===== config.mk =====
export PLATFORM = sky130hd
export DESIGN_NAME = dcwq_ctrl
export DESIGN_NICKNAME = d
export VERILOG_FILES = /design/src/hdl/dcwq_pkg.sv /design/src/hdl/dcwq_ctrl.sv
export SDC_FILE = /design/constraint.sdc
export NUM_CORES = 1
export LEC_CHECK = 0
export ABC_AREA = 1
export BUFFER_PORTS_ARGS = -buffer_cell sky130_fd_sc_hd__buf_4
export CORE_AREA = 2 2 167 169
export CTS_CLUSTER_DIAMETER = 50
export DETAILED_ROUTE_END_ITERATION = 7
export DIE_AREA = 0 0 169 171
export PLACE_DENSITY_LB_ADDON = 0.1
export SKIP_CTS_REPAIR_TIMING = 1
export SLEW_MARGIN = 20
export SYNTH_ARGS = -nofsm -noshare
export SYNTH_HDL_FRONTEND = slang
export SYNTH_SLANG_ARGS = --single-unit
export TNS_END_PERCENT = 100

===== constraint.sdc =====
create_clock -name clk -period 7.5 [get_ports clk]
set_input_delay 1.5 -clock clk [delete_from_list [all_inputs] [get_ports clk]]
set_output_delay 1.5 -clock clk [all_outputs]
set_load 0.02 [all_outputs]

===== src/hdl/dcwq_pkg.sv =====
// Shared types and constants for the deduplicating coordinate work queue.
package dcwq_pkg;

	// Queue geometry.
	localparam int QUEUE_DEPTH = 1024;
	localparam int ADDR_W      = (QUEUE_DEPTH > 1) ? $clog2(QUEUE_DEPTH) : 1;
	localparam int CNT_W       = $clog2(QUEUE_DEPTH + 1);

	// Field widths.
	localparam int COORD_W = 32;
	localparam int ENTRY_W = 3 * COORD_W;
	localparam int OCC_W   = 11;
	localparam int STAT_W  = 3;

	// Stream data widths, padded to whole bytes.
	localparam int S_TDATA_W = ((ENTRY_W + 7) / 8) * 8;
	localparam int M_DATA_W  = ENTRY_W + OCC_W;
	localparam int M_TDATA_W = ((M_DATA_W + 7) / 8) * 8;

	// Request kinds carried on the slave-side tuser.
	typedef enum logic [0:0] {
		CMD_ENQUEUE = 1'b0,
		CMD_DEQUEUE = 1'b1
	} cmd_t;

	// Result status carried on the master-side tuser.
	typedef enum logic [STAT_W-1:0] {
		ST_ENQUEUED  = 3'd0,
		ST_DUPLICATE = 3'd1,
		ST_FULL      = 3'd2,
		ST_DEQUEUED  = 3'd3,
		ST_EMPTY     = 3'd4
	} status_t;

	// Sequencer states.
	typedef enum logic [1:0] {
		S_IDLE,
		S_SCAN,
		S_RESULT
	} state_t;

	// One stored coordinate triple, x in the lowest bits.
	typedef struct packed {
		logic signed [COORD_W-1:0] z;
		logic signed [COORD_W-1:0] y;
		logic signed [COORD_W-1:0] x;
	} entry_t;

	// Memory port requests from the sequencer.
	typedef struct packed {
		logic              wr_en;
		logic [ADDR_W-1:0] wr_addr;
		entry_t            wr_data;
		logic              rd_en;
		logic [ADDR_W-1:0] rd_addr;
	} mem_req_t;

	// One result transaction.
	typedef struct packed {
		logic [OCC_W-1:0] occupancy;
		entry_t           coord;
		status_t          status;
	} result_t;

endpackage


===== src/hdl/dcwq_ctrl.sv =====
// Sequencer: ring pointers, duplicate scan with one shared comparator, result decision.
module dcwq_ctrl (
	input  logic              clk,
	input  logic              arst_n,
	input  logic              in_valid,
	output logic              in_ready,
	input  dcwq_pkg::cmd_t    in_cmd,
	input  dcwq_pkg::entry_t  in_coord,
	output dcwq_pkg::mem_req_t mem_req,
	input  dcwq_pkg::entry_t  rd_data,
	input  logic              out_free,
	output logic              res_valid,
	output dcwq_pkg::result_t res
);

	import dcwq_pkg::*;

	localparam logic [ADDR_W-1:0] LAST_ADDR = ADDR_W'(QUEUE_DEPTH - 1);
	localparam logic [CNT_W-1:0]  FULL_CNT  = CNT_W'(QUEUE_DEPTH);

	state_t            state_q, state_d;
	logic [ADDR_W-1:0] head_q, tail_q, scan_ptr_q;
	logic [CNT_W-1:0]  count_q, iss_q;
	logic              cmp_v_s1;
	entry_t            coord_q;
	status_t           status_q;

	logic accept, deq_rd, scan_rd, hit, scan_done, do_write;

	// Wrap a ring index.
	function automatic logic [ADDR_W-1:0] advance(input logic [ADDR_W-1:0] idx);
		advance = (idx == LAST_ADDR) ? '0 : idx + 1'b1;
	endfunction

	// Shared comparator and scan progress.
	assign accept    = in_valid && in_ready;
	assign hit       = cmp_v_s1 && (rd_data == coord_q);
	assign scan_done = (iss_q == count_q) && !cmp_v_s1;
	assign deq_rd    = accept && (in_cmd == CMD_DEQUEUE) && (count_q != '0);
	assign scan_rd   = (state_q == S_SCAN) && (iss_q != count_q) && !hit;
	assign do_write  = (state_q == S_SCAN) && scan_done && !hit && (count_q != FULL_CNT);

	// Next-state logic.
	always_comb begin
		state_d = state_q;
		unique case (state_q)
			S_IDLE: begin
				if (accept) begin
					state_d = (in_cmd == CMD_DEQUEUE) ? S_RESULT : S_SCAN;
				end
			end
			S_SCAN: begin
				if (hit || scan_done) begin
					state_d = S_RESULT;
				end
			end
			S_RESULT: begin
				if (out_free) begin
					state_d = S_IDLE;
				end
			end
			default: state_d = S_IDLE;
		endcase
	end

	// Output logic.
	always_comb begin
		in_ready         = (state_q == S_IDLE);
		res_valid        = (state_q == S_RESULT);
		mem_req.wr_en    = do_write;
		mem_req.wr_addr  = tail_q;
		mem_req.wr_data  = coord_q;
		mem_req.rd_en    = deq_rd || scan_rd;
		mem_req.rd_addr  = deq_rd ? head_q : scan_ptr_q;
		res.status       = status_q;
		res.occupancy    = OCC_W'(count_q);
		res.coord        = (status_q == ST_DEQUEUED) ? rd_data : '0;
	end

	// State register.
	always_ff @(posedge clk or negedge arst_n) begin
		if (!arst_n) begin
			state_q <= S_IDLE;
		end else begin
			state_q <= state_d;
		end
	end

	// Ring pointers, count and scan bookkeeping.
	always_ff @(posedge clk or negedge arst_n) begin
		if (!arst_n) begin
			head_q     <= '0;
			tail_q     <= '0;
			count_q    <= '0;
			scan_ptr_q <= '0;
			iss_q      <= '0;
			cmp_v_s1   <= 1'b0;
			status_q   <= ST_ENQUEUED;
		end else begin
			cmp_v_s1 <= scan_rd;
			if (accept) begin
				scan_ptr_q <= head_q;
				iss_q      <= '0;
				if (in_cmd == CMD_DEQUEUE) begin
					if (count_q == '0) begin
						status_q <= ST_EMPTY;
					end else begin
						status_q <= ST_DEQUEUED;
						head_q   <= advance(head_q);
						count_q  <= count_q - 1'b1;
					end
				end
			end
			if (scan_rd) begin
				scan_ptr_q <= advance(scan_ptr_q);
				iss_q      <= iss_q + 1'b1;
			end
			if (state_q == S_SCAN) begin
				if (hit) begin
					status_q <= ST_DUPLICATE;
				end else if (scan_done) begin
					if (count_q == FULL_CNT) begin
						status_q <= ST_FULL;
					end else begin
						status_q <= ST_ENQUEUED;
						tail_q   <= advance(tail_q);
						count_q  <= count_q + 1'b1;
					end
				end
			end
		end
	end

	// Request coordinates held for the scan and the tail write.
	always_ff @(posedge clk) begin
		if (accept) begin
			coord_q <= in_coord;
		end
	end

endmodule


==> results of run 1 <==
-- cells in the mapped netlist --
cell type    n
a21oi_1      7
a31oi_1      3
and2_1       1
and3b_1      1
buf_1        1
buf_2        6
buf_4        2
buf_6        5
clkbuf_1    13
clkbuf_2     1
dfrtp_1     58
edfxtp_1    96
ha_1         7
inv_1      196
inv_2        7
inv_4        1
nand2_1    252
nand2_2      2
nand2_4      3
nand3_1     54
nand3_2      3
nand3_4      1
nand3b_1     3
nand4_1     22
nor2_1     188
nor2_2       7
nor2_4       4
nor3_1      13
nor3_2       4
nor4_1       3
o21ai_0     55
o21ai_1     17
o21ai_2      5
o21bai_1     4
o22ai_1      4
o31ai_1      3
o41ai_1      1
or2_1        2
or2_2        2
xnor2_1     26
xor2_1      41
-- power groups by stage --
stage,Clock (W),Combinational [W],Sequential [W]
2_1_floorplan,0,0.000963,0.00143
3_3_place_gp,0,0.00189,0.00134
3_5_place_dp,0,0.00190,0.00134
4_1_cts,0.000904,0.00190,0.00132
5_1_grt,0.000939,0.00203,0.00135
6_report,0.000880,0.00188,0.00132
-- stage by stage --
step                      power [W]  setup WS, ns  utilization, %
after global routing        0.00432          2.42            47.6
after floorplan             0.00240          2.55               -
after global placement      0.00322          2.67            45.4
after CTS                   0.00413          2.64            47.6
final                       0.00408          2.70            47.6
after detailed placement    0.00323          2.65            45.4
-- cells by family (layout without fill, tap and decap cells) --
group | count (synthesis) | in the layout
and+or+nand+nor | 565 | 565
buffers and inverters | 232 | 664
DFF | 154 | 154
AOI/OAI and AO/OA | 99 | 99
xor gates and xnor gates | 67 | 67
adders and majority gates | 7 | 7
-- sequential cells by signal, summed over array words and instances (netlist names) --
| register | count |
|---|---|
| tail_q | 10 |
| mem_req | 96 |
| status_q | 3 |
| head_q | 10 |
| state_q | 2 |
| iss_q | 11 |
| count_q | 11 |
| cmp_v_s1 | 1 |
| scan_ptr_q | 10 |
-- critical path: cells and delay by family --
kind / cells / cell delay, ns
buffers and inverters: 3 / 0.38
and+or+nand+nor: 9 / 1.40
-- how the worst max path moves through the flow --
stage | cells after the start | from | slack (ns) | endpoint
2_1_floorplan | 3 | in_valid | 2.55 | mem_req[100]
3_3_place_gp | 12 | rd_data[95] | 2.67 | mem_req[10]
3_5_place_dp | 12 | rd_data[95] | 2.65 | mem_req[10]
4_1_cts | 12 | rd_data[95] | 2.64 | mem_req[10]
5_1_grt | 12 | rd_data[95] | 2.42 | mem_req[10]
6_report | 12 | rd_data[95] | 2.70 | mem_req[10]
-- final cells by class --
class	instances	area [um^2]
Tap cell	346	433
Clock inverter	13	126
Clock buffer	19	464
Multi-Input combinational cell	738	3660
Fill cell	2784	14300
Inverter	204	771
Sequential cell	154	4330
Timing Repair Buffer	428	3210
-- layout by cell type, fill, tap and decap left out, drive strengths merged --
cell type and count:
o22ai 4, and2 1, buf 428, or2 4, a21oi 7, and3b 1
ha 7, clkinvlp 1, bufinv 1, clkinv 4, o31ai 3, nand2 257
nand4 22, nor3 17, nor2 199, o21bai 4, a31oi 3, o41ai 1
xor2 41, nand3 58, xnor2 26, dfrtp 58, inv 211, nand3b 3
o21ai 77, edfxtp 96, clkbuf 19, nor4 3
-- per-layer routing --
layer | GRT usage (%) | vias to the layer above | share of wire [%]
met5 | 0 | - | 0.038
met4 | 5.43 | 2 | 1.5
met3 | 5.88 | 31 | 6.2
met2 | 40.0 | 232 | 51
met1 | 27.9 | 4015 | 41
li1 | - | 4359 | -
==> impl_results.md, run 1 <==
- Sw frac: 43.2%
- Yosys top cell area share: 32.4%
- Placer's final routability congestion estimate: 0.933
- Hold Vio Cnt, Final: 0
- Post-Synthesis Cells: 1124
- Worst-Margin Slew: 0.977 ns
- Share of layout cells above drive strength 1: 32.2%
- Row cnt: 61
- Worst min-delay path endpoint: tail_q[8]
- Comb pwr share: 46.0%
- Max-Cap Viols: 0
- Main area contributors after synthesis: edfxtp_1 (32%), dfrtp_1 (16%), nand2_1 (11%)
- Minimum clock period: 4.80 ns
- Die ar.: 0.0289 mm^2
- Reg-to-Reg End: mem_req[13]
- Clk slew on worst S/H paths: 0.07 ns
- Status: finished clean
- Sink Count: 154
- P_sw: 0.00176 W
- Final setup skew: 0.0165 ns
- Vias in the first global route: 8078
- Area leader, netlist: edfxtp_1
- Distinct cells, synth: 41
- R2r startpoint: state_q[0]
- Worst reg2reg setup slack: 4.82 ns
- Relative max-transition margin: 34.8%
- First-pass GRT wire length: 49.3 mm
- H-tree levels: 4
- Static Leak: 6.49 nW
- Worst Path Class, Setup: in -> out
- Synthesized area: 0.00891 mm^2
- CP peak stage delay: 0.31 ns
- Compound-Gate Fraction of Synth Area: 6.11%
- # port buffers: 426
- Sequential Power Share: 32.4%
- Simple-gate share of the synthesized area: 27.3%
- Worst Hold Margin: 0.533 ns
- Post-Synth Adder-Cell Area: 0.983%
- Cells along the critical path: buf_4 > inv_1 > nor2_1 > nor2_1 > nand2_1 > nor3_1 > nand2_1 > nor2_2 > nand3_4 > nand2_4 > nand2_1 > buf_4
- Height of the die: 171 um
- Path depth of the worst reg2reg path: 4
- I/O Pins: 427
- Mean Syn Cell Area: 7.93 um^2
- P per Cell Area: 314 mW/mm^2
- HP Start: tail_q[8]
- Clock insertion delay at the later pin of the skew report: 0.43 ns
- Routed wire length: 34.1 mm
- Crit path top cell by count: nand2_1
- Final setup vio count: 0
- Mux share of post-synthesis cell area: 0%
- Total gr overflow: 0
- Placed instance count: 1870
- CTS Buf Count: 17
- Warnings, synthesis: 0
- Worst Hold Class: reg -> reg
- Iteration-0 DRC Markers: 462
- Drt first pass iters: 5
- Max VDD drop: 178 uV
- Placement Cell Area: 0.0124 mm^2
- Crit share post-route: 64.0%
- Largest net degree at the start of global routing: 71
- CTS tree: yes
- Global-route usage over all layers: 22.7%
- Hold path cells: 1
- HPWL Detailed: 27.4 mm
- Core box area: 0.0273 mm^2
- Crit-path max FO: 26
- Post-route ant nets: 0
- Via-per-instance ratio: 4.54
- F_max: 208 MHz
- Post-synthesis sequential area ratio: 48.7%
- Startpoint types: input pin
- Int Pwr: 0.00232 W
- Post-route cell area: 0.0130 mm^2
- Number of antenna violations at the first check in global routing: 1
- CTS Root Cell: clkbuf_16
- Die width: 169 um
- Final nets: 1747
- Post-route DRC: 0
- CP Capture Type: output pin
- Synthesized Nets: 1328
- RSZ-0062 raised after global routing: false
- Synthesis-to-finish area growth: 45.9%
- Max Buffers Root-to-Sink: 2
- Fin. max-slew vios: 0
- WP data arrival: 3.30 ns
- Crit path max-delay cell type: nand2_4
- WL/cell: 17.9 um
- Req. time, crit path: 6.00 ns
- Post-Synth XOR/XNOR Area: 6.59%
- Total negative slack: 0 ns
- Main combinational cell family by area after synthesis: simple AND/OR/NAND/NOR gates
- Synth Register Bits: 154
- Clock share of power: 21.6%
- Starting Density: 32.6%
- Ant diodes: 0
- Non-filler cells, final: 1902
- DR vias: 8639
Note: power is estimated with default switching activity, not from simulation.
==> run 2, diff against run 1 <==
==> constraint.sdc (replaced) <==
create_clock -name clk -period 3.9 [get_ports clk]
set_input_delay 0.78 -clock clk [delete_from_list [all_inputs] [get_ports clk]]
set_output_delay 0.78 -clock clk [all_outputs]
set_load 0.02 [all_outputs]
==> run 2 against run 1 <==
  * Core utilization increased by 0.20 points
  * Sequential share of layout area fell by 0.14 points
  * First-iteration DRC count grew 24%
  * Clock skew is essentially flat
  * Combinational power grew 95%
  * Die area did not move
  * Wire length decreased by 0.53%
  * Power is 93% higher
  * Clock power grew 89%
  * Largest cell class unchanged
==> impl_results.md, run 2 (synthesized netlist as in run 1, its figures left out) <==
- H-tree levels: 4 (unchanged)
- Final setup skew: 0.0161 ns (was 0.0165 ns)
- P per Cell Area: 603 mW/mm^2 (was 314 mW/mm^2)
- F_max: 287 MHz
- Number of antenna violations at the first check in global routing: 2 (was 1)
- Max VDD drop: 322 uV (was 178 uV)
- Final nets: 1753 (was 1747)
- Via-per-instance ratio: 4.57 (was 4.54)
- Row cnt: 61 (unchanged)
- Total gr overflow: 0 (unchanged)
- Cells along the critical path: inv_1 > ha_1 > nand2_1 > nor2_2 > nand3_2 > nand2_2 > inv_2 > o21bai_1 > buf_4 (was buf_4 > inv_1 > nor2_1 > nor2_1 > nand2_1 > nor3_1 > nand2_1 > nor2_2 > nand3_4 > nand2_4 > nand2_1 > buf_4)
- Non-filler cells, final: 1909 (was 1902)
- WP data arrival: 2.70 ns (was 3.30 ns)
- First-pass GRT wire length: 49.0 mm (was 49.3 mm)
- Minimum clock period: 3.48 ns
- Clock insertion delay at the later pin of the skew report: 0.43 ns (about the same)
- Req. time, crit path: 3.12 ns (was 6.00 ns)
- Total buffers and inverters traversed by the critical path: 3 (unchanged)
- Commonest cells after routing, fill and taps aside: buf_4 (433), nand2_1 (252), inv_1 (195) (was buf_4 (428), nand2_1 (252), inv_1 (195))
- Vias in the first global route: 8137 (was 8078)
- CP peak stage delay: 0.53 ns (was 0.31 ns)
- Drt first pass iters: 5 (unchanged)
- Iteration-0 DRC Markers: 571 (was 462)
- Crit path max-delay cell type: nand2_2 (was nand2_4)
- Max-Cap Viols: 0 (unchanged)
- Hold Vio Cnt, Final: 0 (unchanged)
- Static Leak: 6.52 nW (was 6.49 nW)
- CP Capture Type: output pin (unchanged)
- HPWL Detailed: 27.3 mm (was 27.4 mm)
- Synthesis-to-finish area growth: 46.6% (was 45.9%)
- Relative max-transition margin: 47.2% (was 34.8%)
- Largest net degree at the start of global routing: 59 (was 71)
- Sink Count: 154 (unchanged)
- Global-route usage over all layers: 22.7% (about the same)
- Fin. max-slew vios: 0 (unchanged)
- Placed instance count: 1876 (was 1870)
- Worst Hold Class: in -> async (was reg -> reg)
- Startpoint types: register (was input pin)
- WL/cell: 17.8 um (was 17.9 um)
- Worst-Margin Slew: 0.791 ns (was 0.977 ns)
- Final setup vio count: 0 (unchanged)
- Post-route ant nets: 0 (unchanged)
- Clk slew on worst S/H paths: 0.07 ns (about the same)
- Total power draw: 0.00787 W (was 0.00408 W)
- Leading cell type in the layout, fill and taps excluded: buf_4 (unchanged)
- Worst Hold Margin: 0.391 ns (was 0.533 ns)
- Starting Density: 32.6% (unchanged)
- Total negative slack: 0 ns (unchanged)
- Crit share post-route: 89.2%
- Die width: 169 um (unchanged)
- RSZ-0062 raised after global routing: false (unchanged)
- Max Buffers Root-to-Sink: 2 (unchanged)
- Max reg flops: 96 (unchanged)
- Height of the die: 171 um (unchanged)
- Worst Path Class, Setup: reg -> out (was in -> out)
- Core box area: 0.0273 mm^2 (unchanged)
- DR vias: 8722 (was 8639)
- Placer's final routability congestion estimate: 0.923 (was 0.933)
- Routed wire length: 33.9 mm (was 34.1 mm)
- CTS Buf Count: 17 (unchanged)
- # port buffers: 426 (unchanged)
- Crit-path max FO: 35 (was 26)
- Status: finished clean (unchanged)
- CTS Root Cell: clkbuf_16 (unchanged)
- I/O Pins: 427 (unchanged)
- Die ar.: 0.0289 mm^2 (unchanged)
- Crit-path leading delay family: simple AND/OR/NAND/NOR gates (unchanged)
- CTS tree: yes (unchanged)
- Share of layout cells above drive strength 1: 32.5% (was 32.2%)
- Post-route DRC: 0 (unchanged)
==> run 2: changes by cell type in the layout (fill, tap and decap cells not counted), sizes merged <==
cell      before  now
buf          428  434
bufinv         1    0
clkbuf        19   20
clkinv         4    5
clkinvlp       1    0
diode          0    1
==> run 2: through the flow <==
step | cell area (um^2) | utilization [%] | setup slack [ns]
floorplan | 8910 | - | 1.22
global placement | 12500 | 45.6 | 0.704
detailed placement | 12500 | 45.6 | 0.711
global route | 13100 | 47.8 | 0.167
CTS | 13100 | 47.8 | 0.407
finish | 13100 | 47.8 | 0.421
==> run 2: path summary, 6_finish.rpt <==
path / to / depth (start not counted) / start / slack [ns]
setup / recovery: mem_req[0] / 9 / count_q[0] / 0.42
hold / removal: tail_q[8] / 1 / arst_n / 0.39
setup reg to reg: head_q[7] / 11 / count_q[0] / 1.46
hold reg to reg: tail_q[6] / 1 / tail_q[6] / 0.50
max in group asynchronous: state_q[0] / 1 / arst_n / 2.94
min in group clk: tail_q[6] / 1 / tail_q[6] / 0.50
==> run 2: power breakdown <==
part | switching, W | total (W) | internal [W]
Sequential | 0.000380 | 0.00254 | 0.00216
Combinational | 0.00228 | 0.00367 | 0.00139
Clock | 0.000740 | 0.00166 | 0.000925
Total | 0.00340 | 0.00787 | 0.00447
==> run 2: metal layers <==
layer	GRT usage, %	routed length [um]
met1	27.3	13700
met2	40.2	17300
met3	6.04	2350
met4	5.72	585
met5	0	13
==> run 2: worst register-to-register path: stages (launching register included) <==
cell	delay, ns
dfrtp_1	0.45
inv_1	0.17
ha_1	0.17
nand2_1	0.07
nor2_2	0.14
nand3_2	0.11
nand2_2	0.53
inv_2	0.25
nand4_1	0.18
nor2_1	0.07
o22ai_1	0.11
a21oi_1	0.06
==> run 2: final cells by class <==
type / instances / area (um^2)
fill: 2773 / 14300
sequential: 154 / 4330
multi-input combinational: 738 / 3660
timing repair buffer: 434 / 3270
inverter: 204 / 771
clock buffer: 20 / 489
tap: 346 / 433
clock inverter: 12 / 96.3
antenna: 1 / 2.50
